===== src/rtl/core/assert_macros.svh =====
// Assertion macros shared by the RTL of the fan tachometer block.
// Define ASSERT_OFF to compile the assertions out.
`ifndef ASSERT_MACROS_SVH
`define ASSERT_MACROS_SVH
`ifndef ASSERT_OFF
`define ASSERT_CLK(label, clk, rst_n, prop) \
	label: assert property (@(posedge clk) disable iff (!rst_n) prop) \
		else $error("assertion failed");
`define ASSERT_NEVER(label, clk, rst_n, cond) \
	label: assert property (@(posedge clk) disable iff (!rst_n) !(cond)) \
		else $error("forbidden condition seen");
`else
`define ASSERT_CLK(label, clk, rst_n, prop)
`define ASSERT_NEVER(label, clk, rst_n, cond)
`endif
`endif


===== src/rtl/core/fts_pkg.sv =====
// Types and constants for the fan tachometer RPM smoother.
// Used by fan_tacho_rpm_smoother; depends on nothing.
package fts_pkg;

	// Microseconds per minute, the RPM scale factor.
	localparam logic [25:0] RPM_SCALE = 26'd60000000;

	// Numerator is a non-negative 15-bit count times the scale.
	localparam int NUM_W = 41;
	// Denominator is a 32-bit elapsed time times a 4-bit pulse ratio.
	localparam int DEN_W = 36;

	localparam int CFG_IDX_W = 2;
	localparam int CFG_DATA_W = 24;

	localparam logic [CFG_IDX_W-1:0] CFG_ALPHA = 2'd0;
	localparam logic [CFG_IDX_W-1:0] CFG_INTERVAL = 2'd1;
	localparam logic [CFG_IDX_W-1:0] CFG_PPR = 2'd2;

	localparam logic [15:0] ALPHA_RST = 16'd2947;
	localparam logic [23:0] INTERVAL_RST = 24'd1000000;
	localparam logic [3:0] PPR_RST = 4'd2;

	localparam logic CMD_START = 1'b0;
	localparam logic CMD_TICK = 1'b1;

	typedef enum logic [3:0] {
		ST_IDLE,
		ST_TICK,
		ST_MUL,
		ST_DIV_GO,
		ST_DIV_WAIT,
		ST_SM_CHK,
		ST_SM_MUL,
		ST_SM_STEP,
		ST_SM_APPLY,
		ST_FIN
	} state_t;

endpackage


===== src/rtl/core/fts_div.sv =====
// Iterative restoring divider, one quotient bit per cycle.
// Uses no package; instantiated by fan_tacho_rpm_smoother.
module fts_div #(
	parameter int NUM_W = 41,
	parameter int DEN_W = 36
) (
	input  logic             clk,
	input  logic             arst_n,
	input  logic             start,
	input  logic [NUM_W-1:0] num,
	input  logic [DEN_W-1:0] den,
	output logic             done,
	output logic [NUM_W-1:0] quot
);

	localparam int CNT_W = $clog2(NUM_W + 1);

	logic [NUM_W-1:0] q_q;
	logic [DEN_W-1:0] d_q;
	logic [DEN_W-1:0] r_q;
	logic [CNT_W-1:0] cnt_q;
	logic             busy_q;
	logic             done_q;

	logic [DEN_W:0]   trial;
	logic [DEN_W:0]   trial_sub;
	logic             fits;

	// The partial remainder stays below the divisor, so the shifted value fits DEN_W+1 bits.
	always_comb begin
		trial = {r_q, q_q[NUM_W-1]};
		fits = trial >= {1'b0, d_q};
		trial_sub = trial - {1'b0, d_q};
	end

	always_ff @(posedge clk or negedge arst_n) begin
		if (!arst_n) begin
			busy_q <= 1'b0;
			done_q <= 1'b0;
			cnt_q <= '0;
		end else if (start) begin
			busy_q <= 1'b1;
			done_q <= 1'b0;
			cnt_q <= CNT_W'(NUM_W);
		end else if (busy_q) begin
			cnt_q <= cnt_q - 1'b1;
			if (cnt_q == CNT_W'(1)) begin
				busy_q <= 1'b0;
				done_q <= 1'b1;
			end
		end else begin
			done_q <= 1'b0;
		end
	end

	always_ff @(posedge clk) begin
		if (start) begin
			q_q <= num;
			d_q <= den;
			r_q <= '0;
		end else if (busy_q) begin
			q_q <= {q_q[NUM_W-2:0], fits};
			r_q <= fits ? trial_sub[DEN_W-1:0] : trial[DEN_W-1:0];
		end
	end

	assign done = done_q;
	assign quot = q_q;

endmodule


===== src/rtl/core/fan_tacho_rpm_smoother.sv =====
// Fan tachometer RPM measurement with exponential smoothing of the result.
// A start request goes to ST_FIN and then to the output registers once they are free; a tick
// runs ST_TICK, then the 41-step divider (ST_MUL, ST_DIV_GO, ST_DIV_WAIT) only when it measures,
// then the smoothing states. One request is in work at a time.
// Reset (arst_n, asynchronous, active low) clears the time, count and RPM state and
// loads the register defaults: alpha 2947, interval 1000000 us, 2 pulses per rev.
`include "assert_macros.svh"

module fan_tacho_rpm_smoother #(
	parameter int RPM_BITS = 20
) (
	input  logic                         clk,
	input  logic                         arst_n,
	input  logic                         in_valid,
	output logic                         in_ready,
	input  logic                         command,
	input  logic [31:0]                  now_us,
	input  logic signed [15:0]           pulse_count,
	output logic                         out_valid,
	input  logic                         out_ready,
	output logic [RPM_BITS-1:0]          smooth_rpm,
	output logic [RPM_BITS-1:0]          raw_rpm,
	output logic                         clear_counter,
	input  logic                         cfg_valid,
	output logic                         cfg_ready,
	input  logic [fts_pkg::CFG_IDX_W-1:0] cfg_index,
	input  logic [fts_pkg::CFG_DATA_W-1:0] cfg_data
);

	localparam int SMW = RPM_BITS + 16;
	localparam logic [RPM_BITS-1:0] RPM_MAX = '1;

	fts_pkg::state_t state_q, state_d;

	logic [15:0]         alpha_q;
	logic [23:0]         interval_q;
	logic [3:0]          ppr_q;

	logic [31:0]         last_time_q;
	logic signed [15:0]  last_pulses_q;
	logic [RPM_BITS-1:0] measured_q;
	logic [SMW-1:0]      smooth_q;

	logic                cmd_q;
	logic [31:0]         now_q;
	logic signed [15:0]  count_q;
	logic [31:0]         dt_q;
	logic                clr_q;

	logic [fts_pkg::NUM_W-1:0] num_q;
	logic [fts_pkg::DEN_W-1:0] den_q;

	logic [SMW-1:0]      diff_q;
	logic                up_q;
	logic [SMW-1:0]      p_hi_q;
	logic [31:0]         p_lo_q;
	logic [SMW-1:0]      step_q;

	logic [RPM_BITS-1:0] out_smooth_q;
	logic [RPM_BITS-1:0] out_raw_q;
	logic                out_clr_q;
	logic                out_valid_q;

	logic                in_acc;
	logic                out_free;
	logic                div_start;
	logic                div_done;
	logic                load_out;
	logic [fts_pkg::NUM_W-1:0] div_quot;

	logic [31:0]         elapsed;
	logic                do_measure;
	logic                is_dup;
	logic [3:0]          ppr_eff;
	logic [SMW-1:0]      target;
	logic [SMW:0]        step_sum;
	logic [SMW:0]        step_lim;
	logic [SMW-1:0]      smooth_nxt;
	logic [RPM_BITS-1:0] rpm_sat;

	fts_div #(
		.NUM_W(fts_pkg::NUM_W),
		.DEN_W(fts_pkg::DEN_W)
	) u_div (
		.clk   (clk),
		.arst_n(arst_n),
		.start (div_start),
		.num   (num_q),
		.den   (den_q),
		.done  (div_done),
		.quot  (div_quot)
	);

	assign in_acc = in_valid && in_ready;
	assign out_free = !out_valid_q || out_ready;
	assign cfg_ready = 1'b1;

	always_comb begin
		elapsed = now_q - last_time_q;
		do_measure = elapsed > {8'd0, interval_q};
		// Count exactly one below the previous sample: keep the RPM, refresh only the time.
		is_dup = ({last_pulses_q[15], last_pulses_q} - 17'sd1) == {count_q[15], count_q};
		ppr_eff = (ppr_q == 4'd0) ? 4'd1 : ppr_q;
		target = {measured_q, 16'd0};
		step_sum = (SMW+1)'(p_hi_q) + (SMW+1)'(p_lo_q[31:16]);
		if (step_sum == '0) begin
			step_sum = (SMW+1)'(1);
		end
		step_lim = (step_sum > {1'b0, diff_q}) ? {1'b0, diff_q} : step_sum;
		smooth_nxt = up_q ? (smooth_q + step_q) : (smooth_q - step_q);
		if (div_quot[fts_pkg::NUM_W-1:RPM_BITS] != '0) begin
			rpm_sat = RPM_MAX;
		end else begin
			rpm_sat = div_quot[RPM_BITS-1:0];
		end
	end

	always_comb begin
		state_d = state_q;
		case (state_q)
			fts_pkg::ST_IDLE: begin
				if (in_acc) begin
					state_d = (command == fts_pkg::CMD_TICK) ? fts_pkg::ST_TICK : fts_pkg::ST_FIN;
				end
			end
			fts_pkg::ST_TICK: begin
				if (!do_measure || count_q[15] || is_dup) begin
					state_d = fts_pkg::ST_SM_CHK;
				end else begin
					state_d = fts_pkg::ST_MUL;
				end
			end
			fts_pkg::ST_MUL:      state_d = fts_pkg::ST_DIV_GO;
			fts_pkg::ST_DIV_GO:   state_d = fts_pkg::ST_DIV_WAIT;
			fts_pkg::ST_DIV_WAIT: begin
				if (div_done) begin
					state_d = fts_pkg::ST_SM_CHK;
				end
			end
			fts_pkg::ST_SM_CHK: begin
				if (smooth_q[SMW-1:16] == measured_q) begin
					state_d = fts_pkg::ST_FIN;
				end else begin
					state_d = fts_pkg::ST_SM_MUL;
				end
			end
			fts_pkg::ST_SM_MUL:   state_d = fts_pkg::ST_SM_STEP;
			fts_pkg::ST_SM_STEP:  state_d = fts_pkg::ST_SM_APPLY;
			fts_pkg::ST_SM_APPLY: state_d = fts_pkg::ST_FIN;
			fts_pkg::ST_FIN: begin
				if (out_free) begin
					state_d = fts_pkg::ST_IDLE;
				end
			end
			default: state_d = fts_pkg::ST_IDLE;
		endcase
	end

	always_comb begin
		in_ready = 1'b0;
		div_start = 1'b0;
		load_out = 1'b0;
		case (state_q)
			fts_pkg::ST_IDLE:   in_ready = 1'b1;
			fts_pkg::ST_DIV_GO: div_start = 1'b1;
			fts_pkg::ST_FIN:    load_out = out_free;
			default: begin
			end
		endcase
	end

	always_ff @(posedge clk or negedge arst_n) begin
		if (!arst_n) begin
			state_q <= fts_pkg::ST_IDLE;
			out_valid_q <= 1'b0;
			alpha_q <= fts_pkg::ALPHA_RST;
			interval_q <= fts_pkg::INTERVAL_RST;
			ppr_q <= fts_pkg::PPR_RST;
			last_time_q <= '0;
			last_pulses_q <= '0;
			measured_q <= '0;
			smooth_q <= '0;
		end else begin
			state_q <= state_d;
			if (load_out) begin
				out_valid_q <= 1'b1;
			end else if (out_ready) begin
				out_valid_q <= 1'b0;
			end

			if (cfg_valid && cfg_ready) begin
				case (cfg_index)
					fts_pkg::CFG_ALPHA:    alpha_q <= cfg_data[15:0];
					fts_pkg::CFG_INTERVAL: interval_q <= cfg_data[23:0];
					fts_pkg::CFG_PPR:      ppr_q <= cfg_data[3:0];
					default: begin
					end
				endcase
			end

			case (state_q)
				fts_pkg::ST_IDLE: begin
					if (in_acc && command == fts_pkg::CMD_START) begin
						last_time_q <= now_us;
					end
				end
				fts_pkg::ST_TICK: begin
					if (do_measure) begin
						if (count_q[15]) begin
							measured_q <= '0;
							last_pulses_q <= '0;
							last_time_q <= now_q;
						end else if (is_dup) begin
							last_time_q <= now_q;
						end
					end
				end
				fts_pkg::ST_DIV_WAIT: begin
					if (div_done) begin
						measured_q <= rpm_sat;
						last_time_q <= now_q;
						last_pulses_q <= count_q;
					end
				end
				fts_pkg::ST_SM_APPLY: begin
					// Snap to the raw value once the integer part arrives there.
					if (smooth_nxt[SMW-1:16] == measured_q) begin
						smooth_q <= target;
					end else begin
						smooth_q <= smooth_nxt;
					end
				end
				default: begin
				end
			endcase
		end
	end

	always_ff @(posedge clk) begin
		case (state_q)
			fts_pkg::ST_IDLE: begin
				if (in_acc) begin
					cmd_q <= command;
					now_q <= now_us;
					count_q <= pulse_count;
					clr_q <= 1'b0;
				end
			end
			fts_pkg::ST_TICK: begin
				clr_q <= do_measure;
				dt_q <= elapsed;
			end
			fts_pkg::ST_MUL: begin
				num_q <= fts_pkg::NUM_W'(count_q[14:0]) * fts_pkg::NUM_W'(fts_pkg::RPM_SCALE);
				den_q <= fts_pkg::DEN_W'(dt_q) * fts_pkg::DEN_W'(ppr_eff);
			end
			fts_pkg::ST_SM_CHK: begin
				up_q <= target > smooth_q;
				diff_q <= (target > smooth_q) ? (target - smooth_q) : (smooth_q - target);
			end
			fts_pkg::ST_SM_MUL: begin
				p_hi_q <= SMW'(diff_q[SMW-1:16]) * SMW'(alpha_q);
				p_lo_q <= 32'(diff_q[15:0]) * 32'(alpha_q);
			end
			fts_pkg::ST_SM_STEP: begin
				step_q <= step_lim[SMW-1:0];
			end
			fts_pkg::ST_FIN: begin
				if (load_out) begin
					out_smooth_q <= smooth_q[SMW-1:16];
					out_raw_q <= measured_q;
					out_clr_q <= clr_q && (cmd_q == fts_pkg::CMD_TICK);
				end
			end
			default: begin
			end
		endcase
	end

	assign out_valid = out_valid_q;
	assign smooth_rpm = out_smooth_q;
	assign raw_rpm = out_raw_q;
	assign clear_counter = out_clr_q;

	`ASSERT_CLK(a_one_request, clk, arst_n, in_acc |=> !in_ready)
	`ASSERT_NEVER(a_div_done_out_of_place, clk, arst_n, div_done && (state_q != fts_pkg::ST_DIV_WAIT))
	`ASSERT_CLK(a_snap_fraction, clk, arst_n, (state_q == fts_pkg::ST_SM_APPLY) |=> ((smooth_q[SMW-1:16] != measured_q) || (smooth_q[15:0] == 16'd0)))

endmodule

===== config.mk =====
export PLATFORM = sky130hd
export DESIGN_NAME = fan_tacho_rpm_smoother
export DESIGN_NICKNAME = d
export VERILOG_FILES = /design/src/rtl/core/fts_pkg.sv /design/src/rtl/core/fts_div.sv /design/src/rtl/core/fan_tacho_rpm_smoother.sv
export VERILOG_INCLUDE_DIRS = /design/src /design/src/rtl/core
export SDC_FILE = /design/constraint.sdc
export NUM_CORES = 2
export LEC_CHECK = 0
export BUFFER_PORTS_ARGS = -buffer_cell sky130_fd_sc_hd__buf_4
export CELL_PAD_IN_SITES_DETAIL_PLACEMENT = 0
export CELL_PAD_IN_SITES_GLOBAL_PLACEMENT = 1
export CORE_MARGIN = 4
export CORE_UTILIZATION = 52
export DETAILED_ROUTE_END_ITERATION = 10
export PLACE_DENSITY_LB_ADDON = 0.1
export SLEW_MARGIN = 20
export SYNTH_ARGS = -nofsm -noshare
export SYNTH_HDL_FRONTEND = slang
export SYNTH_SLANG_ARGS = --single-unit

===== constraint.sdc =====
create_clock -name clk -period 7.9 [get_ports clk]
set_input_delay 1.58 -clock clk [delete_from_list [all_inputs] [get_ports clk]]
set_output_delay 1.58 -clock clk [all_outputs]
set_load 0.02 [all_outputs]

==> results.md <==
* Status: finished, final reports clean
* Main synth FF type: edfxtp_1
* Synthesized instance count at 6,225
* CTS root buf: clkbuf_16
* Total wire length at 156,000 um
* Post-DP HPWL at 124,000 um
* Layout cells sized above 1 at 7.97%
* CP max FO at 18
* Site Rows at 124
* Reg clk slew, reported paths at 0.07 ns
* Yosys warnings at 0
* Fill cell total of the finished layout at 10,100
* Worst path most repeated cell: fa_1
* CP Launch Type: flip-flop
* Number of synthesized register bits at 591
* H-tree depth at 3
* Fin. Hold Viols at 0
* Asr flop ratio synth at 27.2%
* Fin nets at 7,532
* Max Cap Viol at 0
* CORE AREA at 114,000 sq um
* First-pass GRT wire length at 251,000 um
* Via Count at 43,500
* Synth cell types at 92
* Clk Latency, worst-skew pair at 0.66 ns
* Setup crit end kind: flip-flop
* Slowest cell delay on critical path at 0.93 ns
* RSZ-0062 raised after global routing: false
* Max Root-Sink Buffers at 3
* Total iterations of the first detailed-routing run at 6
* Final setup vio count at 0
* Clk sinks at 591
* Cell area after synthesis at 59,900 sq um
* Final period utilization at 94.0%
* Grt total ovfl at 0
* DIE WIDTH at 347 um
* Register area share after synthesis at 27.7%
* I/O pins at 124
* Worst Path Arrival at 7.81 ns
* Number of synthesized flops with an enable pin at 394
* Number of I/O port buffers at 122
* Hold Buf Count CTS at 0
* Max-slew violation count at 0
* Rel. slew slack at 36.2%
* DR WL/cell at 19.9 um
* DRC viols at 0
* CTS Buf Count at 73
* Synth Net Count at 7,485
* Initial antenna violation count at 9
* Crit path max-delay family: adder cells
* Gr usage total at 26.2%
* CTS tree: done
* Die Ht at 347 um
* DRT antenna net count at 0
* RD Place Congestion at 0.924
* Largest net degree at the start of global routing at 79
* Initial core utilization at 52.4%
* Starting DRT DRC Count at 2,540
* Crit path cell chain: nand2_1 -> fa_1 -> inv_1 -> fa_1 -> inv_1 -> fa_1 -> inv_1 -> fa_1 -> inv_1 -> fa_1 -> inv_1 -> fa_1 -> ha_1 -> and3_1 -> a221o_1 -> a21oi_1 -> o21ai_0 -> a41o_1 -> o221a_2 -> a311o_1 -> a31oi_1 -> o21ai_0 -> a31oi_1 -> xnor2_1
* Slowest cell on crit path: edfxtp_1
* Minimum clock period at 7.43 ns
* P&R area growth vs syn at 8.91%
* Most common cell after layout, fill and taps aside: inv_1
* Via density at 5.55
* Die area at 121,000 sq um
* TNS Setup at 0 ns
* WP data required at 8.29 ns
* Clk_skew at 0.0299 ns
* Hold crit path type: flip-flop to flip-flop
* Buf+Inv Stages, Crit Path at 5
* Setup CP Type: flip-flop to flip-flop
* Max Fclk at 135 MHz
* Mean post-synth cell area at 9.62 sq um
* Most frequent cells in the layout: inv_1 (955), nand2_1 (722), ha_1 (597)
* Number of global-route vias before repair at 44,600
* Worst-Margin Slew at 0.956 ns
-- kinds of logic (layout without fill, tap and decap cells) --
| group | after synthesis | after routing | synth area share, % |
|---|---|---|---|
| buffers and inverters | 1215 | 1323 | 7.68 |
| xor gates and xnor gates | 342 | 342 | 5.05 |
| AOI/OAI and AO/OA | 1051 | 1051 | 11.2 |
| muxes | 167 | 167 | 2.97 |
| DFF | 591 | 591 | 27.7 |
| other | 1 | 2 | 0.00626 |
| adders and majority gates | 1180 | 1180 | 32.0 |
| and+or+nand+nor | 1678 | 1678 | 13.4 |
-- path summary, 6_finish.rpt --
path	end	cells past startpoint	slack, ns	startpoint
max	p_hi_q[34]$_DFFE_PP_	24	0.47	diff_q[26]$_DFFE_PN_
max reg2reg	p_hi_q[34]$_DFFE_PP_	24	0.47	diff_q[26]$_DFFE_PN_
min in group asynchronous	smooth_q[29]$_DFFE_PN0P_	1	0.98	arst_n
max in group asynchronous	alpha_q[2]$_DFFE_PN0P_	2	5.67	arst_n
min	u_div.d_q[16]$_DFFE_PP_	0	0.41	den_q[16]$_DFFE_PP_
min reg2reg	u_div.d_q[16]$_DFFE_PP_	0	0.41	den_q[16]$_DFFE_PP_
-- per-layer routing --
metal / part of all wire (%) / global-route usage, % / vias to the layer above
met1: 44 / 35.1 / 21600
met2: 48 / 44.8 / 985
met3: 4.3 / 2.72 / 242
met4: 3.6 / 8.66 / 2
li1: - / - / 20700
met5: 0.012 / 0 / -
-- sequential cells by signal, indices dropped and copies added (netlist names), 20 cells and up --
register	count
u_div.quot	41
smooth_q	36
raw_rpm	20
u_div.r_q	36
last_time_q	32
step_q	36
num_q	33
u_div.d_q	36
p_hi_q	36
now_q	32
dt_q	32
smooth_rpm	20
diff_q	36
interval_q	24
den_q	36
measured_q	20
-- cell type report --
type | instances | area [sq um] | share of cell area [%]
Timing Repair Buffer | 229 | 1750 | 2.68
Tap cell | 1512 | 1890 | 2.90
Inverter | 958 | 3600 | 5.51
Clock inverter | 47 | 603 | 0.924
Antenna cell | 1 | 2.50 | 0.00384
Clock buffer | 89 | 2000 | 3.07
Sequential cell | 591 | 16600 | 25.4
Multi-Input combinational cell | 4419 | 38800 | 59.5
-- timing repair --
item,in CTS,in global routing
setup endpoints to repair,0,1
buffers inserted,0,3
gates resized for setup,0,2
-- cells in the mapped netlist (36+ instances only) --
cell type | count | area [sq um]
a21oi_1 | 334 | 1670
o21a_1 | 39 | 293
mux2i_1 | 80 | 801
clkbuf_1 | 240 | 901
nand3_1 | 56 | 280
nand4_1 | 48 | 300
a21o_1 | 141 | 1060
ha_1 | 597 | 7470
mux2_2 | 87 | 980
xnor2_1 | 204 | 1790
nand2_1 | 723 | 2710
o21ai_0 | 217 | 1090
edfxtp_1 | 394 | 11800
nor3_1 | 64 | 320
fa_1 | 583 | 11700
inv_1 | 957 | 3590
o21bai_1 | 40 | 300
and2_1 | 255 | 1600
dfrtp_1 | 147 | 3680
xor2_1 | 136 | 1190
nand2b_1 | 42 | 263
and3_1 | 39 | 244
nor2_1 | 263 | 987
dfxtp_1 | 36 | 721
nor2b_1 | 73 | 457
-- stage by stage --
stage	area (sq um)	hold slack, ns	cells	util [%]	worst slack [ns]
2_1_floorplan	59900	0.400	6225	-	0.834
3_3_place_gp	62600	0.401	7705	54.7	0.622
3_5_place_dp	62600	0.405	7705	54.7	0.495
4_1_cts	65200	0.416	7841	57.0	0.420
5_1_grt	65200	0.419	7845	57.1	0.123
6_report	65200	0.412	7846	57.1	0.474
Power is not shown: default switching activity piles up to over one toggle a cycle in this logic, so the estimate is an artifact.
